## src/rtl/core/jsu_pkg.sv

```systemverilog
// ============================================================================
// JSON string unescape package
// Payload types, decoder result bundle and error codes shared by the block.
// ============================================================================
package jsu_pkg;

    // Error codes carried on the final result of an input byte.
    localparam logic [2:0] ERR_NONE     = 3'd0;
    localparam logic [2:0] ERR_NO_QUOTE = 3'd1;
    localparam logic [2:0] ERR_ESCAPE   = 3'd2;
    localparam logic [2:0] ERR_HEX      = 3'd3;
    localparam logic [2:0] ERR_UNTERM   = 3'd4;

    // Most results that one input byte can cause.
    localparam int MAX_RESULTS = 3;

    // Input transfer payload.
    typedef struct packed {
        logic [7:0] in_byte;
        logic       end_of_text;
    } in_t;

    // Output transfer payload.
    typedef struct packed {
        logic [7:0] out_byte;
        logic       byte_valid;
        logic       string_done;
        logic [2:0] error_code;
        logic       last;
    } res_t;

    // All results of one input byte, oldest in entry 0.
    typedef struct packed {
        res_t [MAX_RESULTS-1:0] res;
        logic [1:0]             cnt;
    } dec_t;

endpackage

```

## src/rtl/core/json_string_unescape_top.sv

```systemverilog
// ============================================================================
// JSON string unescape top level
// Streaming decoder for one quoted JSON string, one text byte per transfer.
// ============================================================================
// Usage: the s_ channel takes one text byte per transfer, starting with the
// opening quote; s_data.end_of_text marks the last byte of the text. The m_
// channel gives one result per transfer: a decoded byte and, on the final
// result of an input byte, the string_done flag or an error code.
// An input byte causes zero to three results, which pass through a result
// holding stage and then the output register to the m_ ports. The decoder sits
// between the input and the holding stage; a byte is taken every cycle
// as long as earlier bytes gave at most one result each and the receiver
// keeps m_ready high. A \u escape that yields two or three UTF-8 bytes holds
// s_ready low while the holding stage drains through the single output
// register.
// When the receiver stalls, the output register and the holding stage keep
// their contents, and s_ready falls once both are full.
// Reset clears the scan state to wait for an opening quote and empties both
// stages; no results are pending afterward.
// ============================================================================
module json_string_unescape_top
    import jsu_pkg::*;
(
    input  logic aclk,
    input  logic aresetn,
    input  logic s_valid,
    output logic s_ready,
    input  in_t  s_data,
    output logic m_valid,
    input  logic m_ready,
    output res_t m_data
);

    dec_t                   dec;
    logic                   s_fire;
    logic                   out_load;
    logic                   move;
    logic                   hold_vld_reg, hold_vld_next;
    logic [1:0]             hold_cnt_reg, hold_cnt_next;
    res_t [MAX_RESULTS-1:0] hold_res_reg, hold_res_next;
    logic                   m_valid_reg, m_valid_next;
    res_t                   m_data_reg, m_data_next;

    jsu_decode u_decode (
        .aclk    (aclk),
        .aresetn (aresetn),
        .advance (s_fire),
        .in_item (s_data),
        .dec     (dec)
    );

    // The output register can load when empty or when its transfer completes.
    assign out_load = !m_valid_reg || m_ready;
    assign move     = hold_vld_reg && out_load;
    assign s_ready  = !hold_vld_reg || (hold_cnt_reg == 2'd1 && out_load);
    assign s_fire   = s_valid && s_ready;

    // Holding stage shifts its oldest result into the output register.
    always_comb begin
        hold_vld_next = hold_vld_reg;
        hold_cnt_next = hold_cnt_reg;
        hold_res_next = hold_res_reg;
        m_valid_next  = m_valid_reg;
        m_data_next   = m_data_reg;

        if (move) begin
            m_valid_next  = 1'b1;
            m_data_next   = hold_res_reg[0];
            hold_res_next = {hold_res_reg[MAX_RESULTS-1], hold_res_reg[MAX_RESULTS-1:1]};
            hold_cnt_next = hold_cnt_reg - 2'd1;
            hold_vld_next = (hold_cnt_reg != 2'd1);
        end else if (out_load) begin
            m_valid_next = 1'b0;
        end

        if (s_fire && dec.cnt != 2'd0) begin
            hold_vld_next = 1'b1;
            hold_cnt_next = dec.cnt;
            hold_res_next = dec.res;
        end
    end

    // Valid flags are reset; payload registers are not.
    always_ff @(posedge aclk) begin
        if (!aresetn) begin
            hold_vld_reg <= 1'b0;
            m_valid_reg  <= 1'b0;
        end else begin
            hold_vld_reg <= hold_vld_next;
            m_valid_reg  <= m_valid_next;
        end
        hold_cnt_reg <= hold_cnt_next;
        hold_res_reg <= hold_res_next;
        m_data_reg   <= m_data_next;
    end

    assign m_valid = m_valid_reg;
    assign m_data  = m_data_reg;

endmodule

```

## src/rtl/core/jsu_decode.sv

```systemverilog
// ============================================================================
// JSON string unescape decoder
// Holds the scan state and turns one input byte into zero to three results.
// ============================================================================
module jsu_decode
    import jsu_pkg::*;
(
    input  logic aclk,
    input  logic aresetn,
    input  logic advance,
    input  in_t  in_item,
    output dec_t dec
);

    typedef enum logic [1:0] {PH_IDLE, PH_STR, PH_ESC, PH_HEX} phase_t;

    localparam logic [7:0]  CH_QUOTE   = 8'h22;
    localparam logic [7:0]  CH_BSLASH  = 8'h5C;
    localparam logic [7:0]  CH_SLASH   = 8'h2F;
    localparam logic [7:0]  CH_B       = 8'h62;
    localparam logic [7:0]  CH_F       = 8'h66;
    localparam logic [7:0]  CH_N       = 8'h6E;
    localparam logic [7:0]  CH_R       = 8'h72;
    localparam logic [7:0]  CH_T       = 8'h74;
    localparam logic [7:0]  CH_U       = 8'h75;
    localparam logic [15:0] UTF8_LIM1  = 16'h0080;
    localparam logic [15:0] UTF8_LIM2  = 16'h0800;
    localparam logic [7:0]  UTF8_LEAD2 = 8'hC0;
    localparam logic [7:0]  UTF8_LEAD3 = 8'hE0;
    localparam logic [7:0]  UTF8_CONT  = 8'h80;

    phase_t      phase_reg, phase_next;
    logic [1:0]  hex_count_reg, hex_count_next;
    logic [15:0] code_accum_reg, code_accum_next;

    // Hex digit value with a valid flag in the top bit.
    function automatic logic [4:0] hex_digit(input logic [7:0] b);
        logic [4:0] r;
        r = 5'd0;
        if (b >= 8'h30 && b <= 8'h39) begin
            r = {1'b1, b[3:0]};
        end else if ((b >= 8'h61 && b <= 8'h66) || (b >= 8'h41 && b <= 8'h46)) begin
            r = {1'b1, 4'(b[3:0] + 4'd9)};
        end
        return r;
    endfunction

    // Decode of the presented byte against the current scan state.
    always_comb begin
        logic [4:0]       hd;
        logic [15:0]      acc_shift;
        logic [2:0][7:0]  bytes;
        logic [1:0]       nb;
        logic             done;
        logic [2:0]       err;
        logic [1:0]       cnt;
        logic             fin;
        logic             bv;

        hd              = hex_digit(in_item.in_byte);
        acc_shift       = {code_accum_reg[11:0], hd[3:0]};
        bytes           = '0;
        nb              = 2'd0;
        done            = 1'b0;
        err             = ERR_NONE;
        phase_next      = phase_reg;
        hex_count_next  = hex_count_reg;
        code_accum_next = code_accum_reg;

        unique case (phase_reg)
            PH_IDLE: begin
                if (in_item.in_byte == CH_QUOTE) begin
                    phase_next = PH_STR;
                end else begin
                    err = ERR_NO_QUOTE;
                end
            end
            PH_STR: begin
                if (in_item.in_byte == CH_QUOTE) begin
                    done       = 1'b1;
                    phase_next = PH_IDLE;
                end else if (in_item.in_byte == CH_BSLASH) begin
                    phase_next = PH_ESC;
                end else begin
                    bytes[0] = in_item.in_byte;
                    nb       = 2'd1;
                end
            end
            PH_ESC: begin
                phase_next = PH_STR;
                nb         = 2'd1;
                case (in_item.in_byte)
                    CH_QUOTE, CH_BSLASH, CH_SLASH: bytes[0] = in_item.in_byte;
                    CH_B: bytes[0] = 8'h08;
                    CH_F: bytes[0] = 8'h0C;
                    CH_N: bytes[0] = 8'h0A;
                    CH_R: bytes[0] = 8'h0D;
                    CH_T: bytes[0] = 8'h09;
                    CH_U: begin
                        nb              = 2'd0;
                        phase_next      = PH_HEX;
                        hex_count_next  = 2'd0;
                        code_accum_next = 16'd0;
                    end
                    default: begin
                        nb         = 2'd0;
                        err        = ERR_ESCAPE;
                        phase_next = PH_IDLE;
                    end
                endcase
            end
            PH_HEX: begin
                if (!hd[4]) begin
                    err        = ERR_HEX;
                    phase_next = PH_IDLE;
                end else if (hex_count_reg == 2'd3) begin
                    // Fourth digit: emit the unit as UTF-8.
                    if (acc_shift < UTF8_LIM1) begin
                        bytes[0] = acc_shift[7:0];
                        nb       = 2'd1;
                    end else if (acc_shift < UTF8_LIM2) begin
                        bytes[0] = UTF8_LEAD2 | {3'b000, acc_shift[10:6]};
                        bytes[1] = UTF8_CONT | {2'b00, acc_shift[5:0]};
                        nb       = 2'd2;
                    end else begin
                        bytes[0] = UTF8_LEAD3 | {4'b0000, acc_shift[15:12]};
                        bytes[1] = UTF8_CONT | {2'b00, acc_shift[11:6]};
                        bytes[2] = UTF8_CONT | {2'b00, acc_shift[5:0]};
                        nb       = 2'd3;
                    end
                    phase_next      = PH_STR;
                    hex_count_next  = 2'd0;
                    code_accum_next = 16'd0;
                end else begin
                    hex_count_next  = hex_count_reg + 2'd1;
                    code_accum_next = acc_shift;
                end
            end
            default: phase_next = PH_IDLE;
        endcase

        // Text that ends with the string still open is unterminated.
        if (in_item.end_of_text && phase_next != PH_IDLE) begin
            if (err == ERR_NONE) begin
                err = ERR_UNTERM;
            end
            phase_next = PH_IDLE;
        end
        if (phase_next == PH_IDLE) begin
            hex_count_next  = 2'd0;
            code_accum_next = 16'd0;
        end

        // A status-only outcome still needs one result.
        cnt = (nb == 2'd0 && (done || err != ERR_NONE)) ? 2'd1 : nb;

        for (int k = 0; k < MAX_RESULTS; k++) begin
            fin = (2'(k) == cnt - 2'd1);
            bv  = (2'(k) < nb);
            dec.res[k].out_byte    = bv ? bytes[k] : 8'h00;
            dec.res[k].byte_valid  = bv;
            dec.res[k].string_done = fin & done;
            dec.res[k].error_code  = fin ? err : ERR_NONE;
            dec.res[k].last        = fin;
        end
        dec.cnt = cnt;
    end

    // Scan state advances on every accepted input transfer.
    always_ff @(posedge aclk) begin
        if (!aresetn) begin
            phase_reg      <= PH_IDLE;
            hex_count_reg  <= 2'd0;
            code_accum_reg <= 16'd0;
        end else if (advance) begin
            phase_reg      <= phase_next;
            hex_count_reg  <= hex_count_next;
            code_accum_reg <= code_accum_next;
        end
    end

endmodule

```

## config.mk

```make
export PLATFORM = sky130hd
export DESIGN_NAME = json_string_unescape_top
export DESIGN_NICKNAME = d
export VERILOG_FILES = /design/src/rtl/core/jsu_pkg.sv /design/src/rtl/core/json_string_unescape_top.sv /design/src/rtl/core/jsu_decode.sv
export SDC_FILE = /design/constraint.sdc
export NUM_CORES = 1
export LEC_CHECK = 0
export ABC_AREA = 0
export BUFFER_PORTS_ARGS = -buffer_cell sky130_fd_sc_hd__buf_4
export CAP_MARGIN = 10
export CORE_MARGIN = 10
export CORE_UTILIZATION = 55
export DETAILED_ROUTE_END_ITERATION = 16
export PLACE_DENSITY = 0.81
export SYNTH_ARGS = -nofsm -noshare
export SYNTH_HDL_FRONTEND = slang
export SYNTH_HIERARCHICAL = 1
export SYNTH_SLANG_ARGS = --single-unit
```

## constraint.sdc

```tcl
create_clock -name aclk -period 7.4 [get_ports aclk]
set_clock_uncertainty 0.05 [all_clocks]
set_input_delay 0.74 -clock aclk [delete_from_list [all_inputs] [get_ports aclk]]
set_output_delay 0.74 -clock aclk [all_outputs]
set_load 0.005 [all_outputs]
```

# After elaboration in Yosys (flattened, before gate mapping)
# Index checks and enable logic that the tools add are counted.
dict set report totals {
  reg_bits 76
  in_bits 13
  out_inout_bits 16
  wordCells 155
}
dict set report classes {
  add_sub_neg 4
  order_cmp 11
  n_eq_ne 19
  mux 62
  bitwise_logic 3
  n_reduce_logical 30
}
# cell n
set op_table {}
lappend op_table {{equality test 8 x 7 -> 1 bit (second input constant)} 7}
lappend op_table {{two-way mux 8 bit} 7}
lappend op_table {{two-way mux 12 bit} 4}
lappend op_table {{two-way mux 24 bit} 2}
lappend op_table {{case mux 8 bit (6 select lines)} 1}
lappend op_table {{two-way mux 42 bit} 1}
lappend op_table {{two-way mux 2 bit} 18}
lappend op_table {{two-way mux 16 bit} 2}
lappend op_table {{two-way mux 28 bit} 1}
lappend op_table {{case mux 12 bit (2 select lines)} 1}
lappend op_table {{case mux 8 bit (3 select lines)} 1}
lappend op_table {{equality test 8 x 6 -> 1 bit (second input constant)} 2}
lappend op_table {{>= comparator 8 x 7 -> 1 bit (second input constant)} 2}
lappend op_table {{less-or-equal comparator 8 x 7 -> 1 bit (second input constant)} 2}
lappend op_table {{less-than comparator 16 x 12 -> 1 bit (second input constant)} 1}
lappend op_table {{less-than comparator 16 x 8 -> 1 bit (second input constant)} 1}
lappend op_table {{two-way mux 3 bit} 5}
lappend op_table {{two-way mux 14 bit} 1}
lappend op_table {{two-way mux 1 bit} 11}
lappend op_table {{two-way mux 5 bit} 2}
lappend op_table {{logical AND 1 bit} 9}
lappend op_table {{case mux 3 bit (3 select lines)} 1}
lappend op_table {{OR reduction 9 bit} 1}
lappend op_table {{>= comparator 8 x 6 -> 1 bit (second input constant)} 1}
lappend op_table {{other kinds (25)} 45}

# Depth between registers and ports, before layout
dict set report depth {
  ltp_word 18
  depth_mapped 14
}

# Cells and area by module
# The synthesis kept the hierarchy.
# mod n_inst cells_each area_per_inst_um2 seq_area_each_um2
set modules_own_cells {}
lappend modules_own_cells {json_string_unescape_top 1 202 2576.2 1781.7}
lappend modules_own_cells {jsu_decode 1 237 1767.9 320.3}

# Least setup slack after synthesis
# Ideal clock, no wire load.
dict set report synth_timing {
  path_kind {input to register}
  start {input s_data[1] in the netlist's numbering}
  end {register hold_cnt_reg[0] (enable)}
  setup_time_ps 386
  arrival_ps 3734
  required_ps 6964
  path_slack_ps 3230
  cell_stages 12
  n_path_buf 2
  cell_sequence {inv_1 ha_1 or3b_1 o211a_2 o21bai_1 or3b_4 nand2b_4 a21oi_1 or2_2 buf_2 buf_2 a21o_1}
}
# element line_no
set synth_rtl {}
lappend synth_rtl {{start, declared} json_string_unescape_top.sv:28} ;# input in_t s_data,
lappend synth_rtl {{end signal, assigned} json_string_unescape_top.sv:92} ;# hold_cnt_reg <= hold_cnt_next;
lappend synth_rtl {{end, declared} json_string_unescape_top.sv:39} ;# logic [1:0] hold_cnt_reg, hold_cnt_next;

==> results.json <==
{
  "cts.clk_slew.worst_paths_ns": 0.09,
  "area_growth_pct": 7.258,
  "htreeDepth": 3,
  "hold_depth": 0,
  "end_kind": "flip-flop",
  "rsz0062_at_grt": "false",
  "seq_power_share_pct": 55.5,
  "rr_startpoint": "u_decode/code_accum_reg[11]$_SDFFE_PN0P_",
  "slowest_delay_ns": 1.01,
  "use_met3_pct": 3.599,
  "via_per_inst": 6.205,
  "ant_nets": 0,
  "max_freq_mhz": 207.8,
  "grt_pass1_wl_mm": 16.04,
  "dieArea_mm2": 0.01185,
  "clockBufferDepth": 2,
  "grtUsageMet1_pct": 21.62,
  "die_w_um": 108.9,
  "synth_edf_count": 58,
  "io_pins": 29,
  "cp_max_fo": 44,
  "reg2reg_to": "hold_res_reg[23]$_DFFE_PP_",
  "track_usage_pct": 16.79,
  "worstPathArrival_ns": 4.73,
  "worst_pin_slew_ns": 1.193,
  "gp_congestion": 0.9348,
  "hold_violations": 0,
  "setup.worst_path.class": "in -> reg",
  "synth.avg_cell_area_um2": 9.896,
  "fin_nets": 468,
  "start_util_pct": 56.51,
  "grt_max_degree": 45,
  "grt_overflow": 0,
  "power_switching_w": 0.0002832,
  "numCtsBuffers": 9,
  "status": "completed",
  "wirelength_mm": 9.807,
  "fin_tns_setup_ns": 0,
  "clockPowerShare_pct": 29.4,
  "p_comb_share_pct": 15.2,
  "p_per_area_mw_per_mm2": 215.0,
  "cts.sinks": 76,
  "core.rowCount": 32,
  "cpMaxStageDelayCell": "a21o_1",
  "drive_above_1_share_pct": 16.11,
  "clock-root-buffer": "clkbuf_8",
  "port_buffers": 28,
  "slew_viol_final": 0,
  "setup_ws_ns": 2.588,
  "async_flop_share_pct": 0,
  "hold_path.class": "reg -> reg",
  "leakagePower_nw": 1.750,
  "hold_path_end": "m_data[5]$_DFFE_PP_",
  "cp_common_cell": "a21oi_1",
  "syn-cell-area_mm2": 0.004344,
  "finalSetupViolCount": 0,
  "drtIter0Drc": 301,
  "cts_hold_buf": 0,
  "period_needed_ns": 4.812,
  "mostFrequentLayoutCells": "68 x nand2_1, 58 x edfxtp_1, 43 x o21ai_0",
  "cts_resized": 0,
  "p_sw_share_pct": 28.26,
  "worst-r2r-setup-slack_ns": 3.08,
  "largest_reg_flops": 42,
  "crit_path_start_kind": "input port",
  "postCtsSetupRepairBufs": 0,
  "clkLatencyLatePin_ns": 0.35,
  "vias": 3444,
  "route.detailed.drc": 0,
  "yosysSeqAreaShare_pct": 48.39,
  "pre_cts_ws_ns": 2.267,
  "grt_util_met2_pct": 26.56,
  "hold_start": "hold_res_reg[5]$_DFFE_PP_",
  "fin_crit_sh_pct": 65.02,
  "relSlewSlack_pct": 20.47,
  "worstRegToRegCells": 8,
  "antenna_found_initial": 0,
  "worstPathRequired_ns": 7.32,
  "antenna_cells": 0,
  "grt_busiest_layer": "met2",
  "max-vdd-ir-drop_mv": 0.1030,
  "cts_tree": "done",
  "ys_warn_count": 6,
  "ys_ff_latch": 76,
  "hpwl_mm": 6.914,
  "core_area_mm2": 0.007687,
  "final_common_cell": "nand2_1",
  "die_y_um": 108.9,
  "wl_per_cell_um": 17.67,
  "intPower_w": 0.0007188,
  "synth_cells": 439,
  "path_cells": "buf_4 -> inv_1 -> ha_1 -> nor3b_2 -> a21oi_1 -> a22o_1 -> or3b_4 -> nand2b_4 -> a21oi_1 -> or2_2 -> a21o_1",
  "ys.flop_type": "edfxtp_1",
  "synth.distinct_cells": 71,
  "first_pass_iters": 5,
  "drv_cap": 0,
  "grt_pass1_vias": 3277
}
## routing by layer
metal	vias to the layer above	part of all wire [%]
met2	185	47
li1	1634	-
met4	0	2.6
met1	1599	42
met3	26	8.8
met5	-	0
## cells by family (layout without fill, tap and decap cells)
group | Yosys count | count (layout) | synth area share, %
flip-flops | 76 | 76 | 48.39
AO/OA/AOI/OAI | 141 | 141 | 22.64
AND/OR/NAND/NOR | 162 | 162 | 19.70
XOR/XNOR | 1 | 1 | 0.2016
adder cells (fa/ha/maj) | 7 | 7 | 2.016
multiplexers | 2 | 2 | 0.4608
other | 1 | 8 | 0.08632
buffers and inverters | 49 | 56 | 6.509
## worst max-delay path: cells and delay by family
kind	cells	cell delay, ns
fa+ha+maj	1	0.26
buf+inv	2	0.30
simple gates	4	1.58
compound gates	4	1.84
## layout make-up
class,count,area [µm²]
fillers,635,3028
flip-flops and latches,76,2102
multi-input cells,321,1986
repair buffers,30,225.2
well taps,102,127.6
clock buffers,9,123.9
clock inverters,7,57.56
inverters,10,37.54
## power by group through the flow
stage	clock network [W]	registers (W)	logic, W
4_1_cts	0.000298	0.000557	0.000151
5_1_grt	0.000315	0.000562	0.000169
6_report	0.000294	0.000556	0.000152
3_5_place_dp	0	0.000566	0.000151
3_3_place_gp	0	0.000562	0.000147
2_1_floorplan	0	0.000560	0.000109
## through the flow
stage / instance area (µm²) / std cells / hold slack [ns] / total power [W] / util [%]
global placement: 4478 / 539 / 0.3513 / 0.0007085 / 58.25
detailed placement: 4478 / 539 / 0.3554 / 0.0007170 / 58.25
CTS: 4659 / 555 / 0.3677 / 0.001005 / 60.61
floorplan: 4370 / 446 / 0.3503 / 0.0006687 / -
finish: 4659 / 555 / 0.3676 / 0.001002 / 60.61
global route: 4659 / 555 / 0.3787 / 0.001046 / 60.61
## Yosys cell counts, types with 2 or more instances
master / count / area [µm²]
nand2b_1: 7 / 43.79
nor2_2: 2 / 12.51
inv_1: 9 / 33.78
a21boi_0: 3 / 22.52
a31o_2: 3 / 26.28
dfxtp_1: 18 / 360.4
a22oi_1: 5 / 37.54
o21a_1: 2 / 15.01
a221oi_1: 2 / 17.52
nand3_1: 7 / 35.03
o2bb2ai_2: 8 / 120.1
o22ai_1: 29 / 181.4
a22o_1: 2 / 17.52
buf_2: 9 / 45.04
o21bai_1: 3 / 22.52
nor2_1: 18 / 67.56
a21oi_1: 14 / 70.07
and2_4: 2 / 17.52
edfxtp_1: 58 / 1742
nor3_1: 5 / 25.02
mux2i_1: 2 / 20.02
o21ai_1: 4 / 20.02
clkbuf_1: 11 / 41.29
buf_4: 13 / 97.59
buf_6: 5 / 56.30
ha_1: 7 / 87.58
o21ai_0: 43 / 215.2
o31ai_1: 3 / 22.52
nor2b_1: 5 / 31.28
nor4_1: 4 / 25.02
a21o_1: 4 / 30.03
nand3b_1: 2 / 15.01
nand2_1: 68 / 255.2
and2_1: 10 / 62.56
and3_1: 16 / 100.1
## worst max path at each step
stage          startpoint                    endpoint  slack (ns)
2_1_floorplan   s_data[1]   hold_cnt_reg[0]$_DFFE_PP_        3.23
3_3_place_gp    s_data[1]  hold_res_reg[23]$_DFFE_PP_        2.53
3_5_place_dp    s_data[1]   hold_res_reg[8]$_DFFE_PP_        2.27
4_1_cts         s_data[1]  hold_res_reg[20]$_DFFE_PP_        2.65
5_1_grt         s_data[1]  hold_res_reg[12]$_DFFE_PP_        2.37
6_report        s_data[1]  hold_res_reg[23]$_DFFE_PP_        2.59
Note: power is estimated with default switching activity, not from simulation.
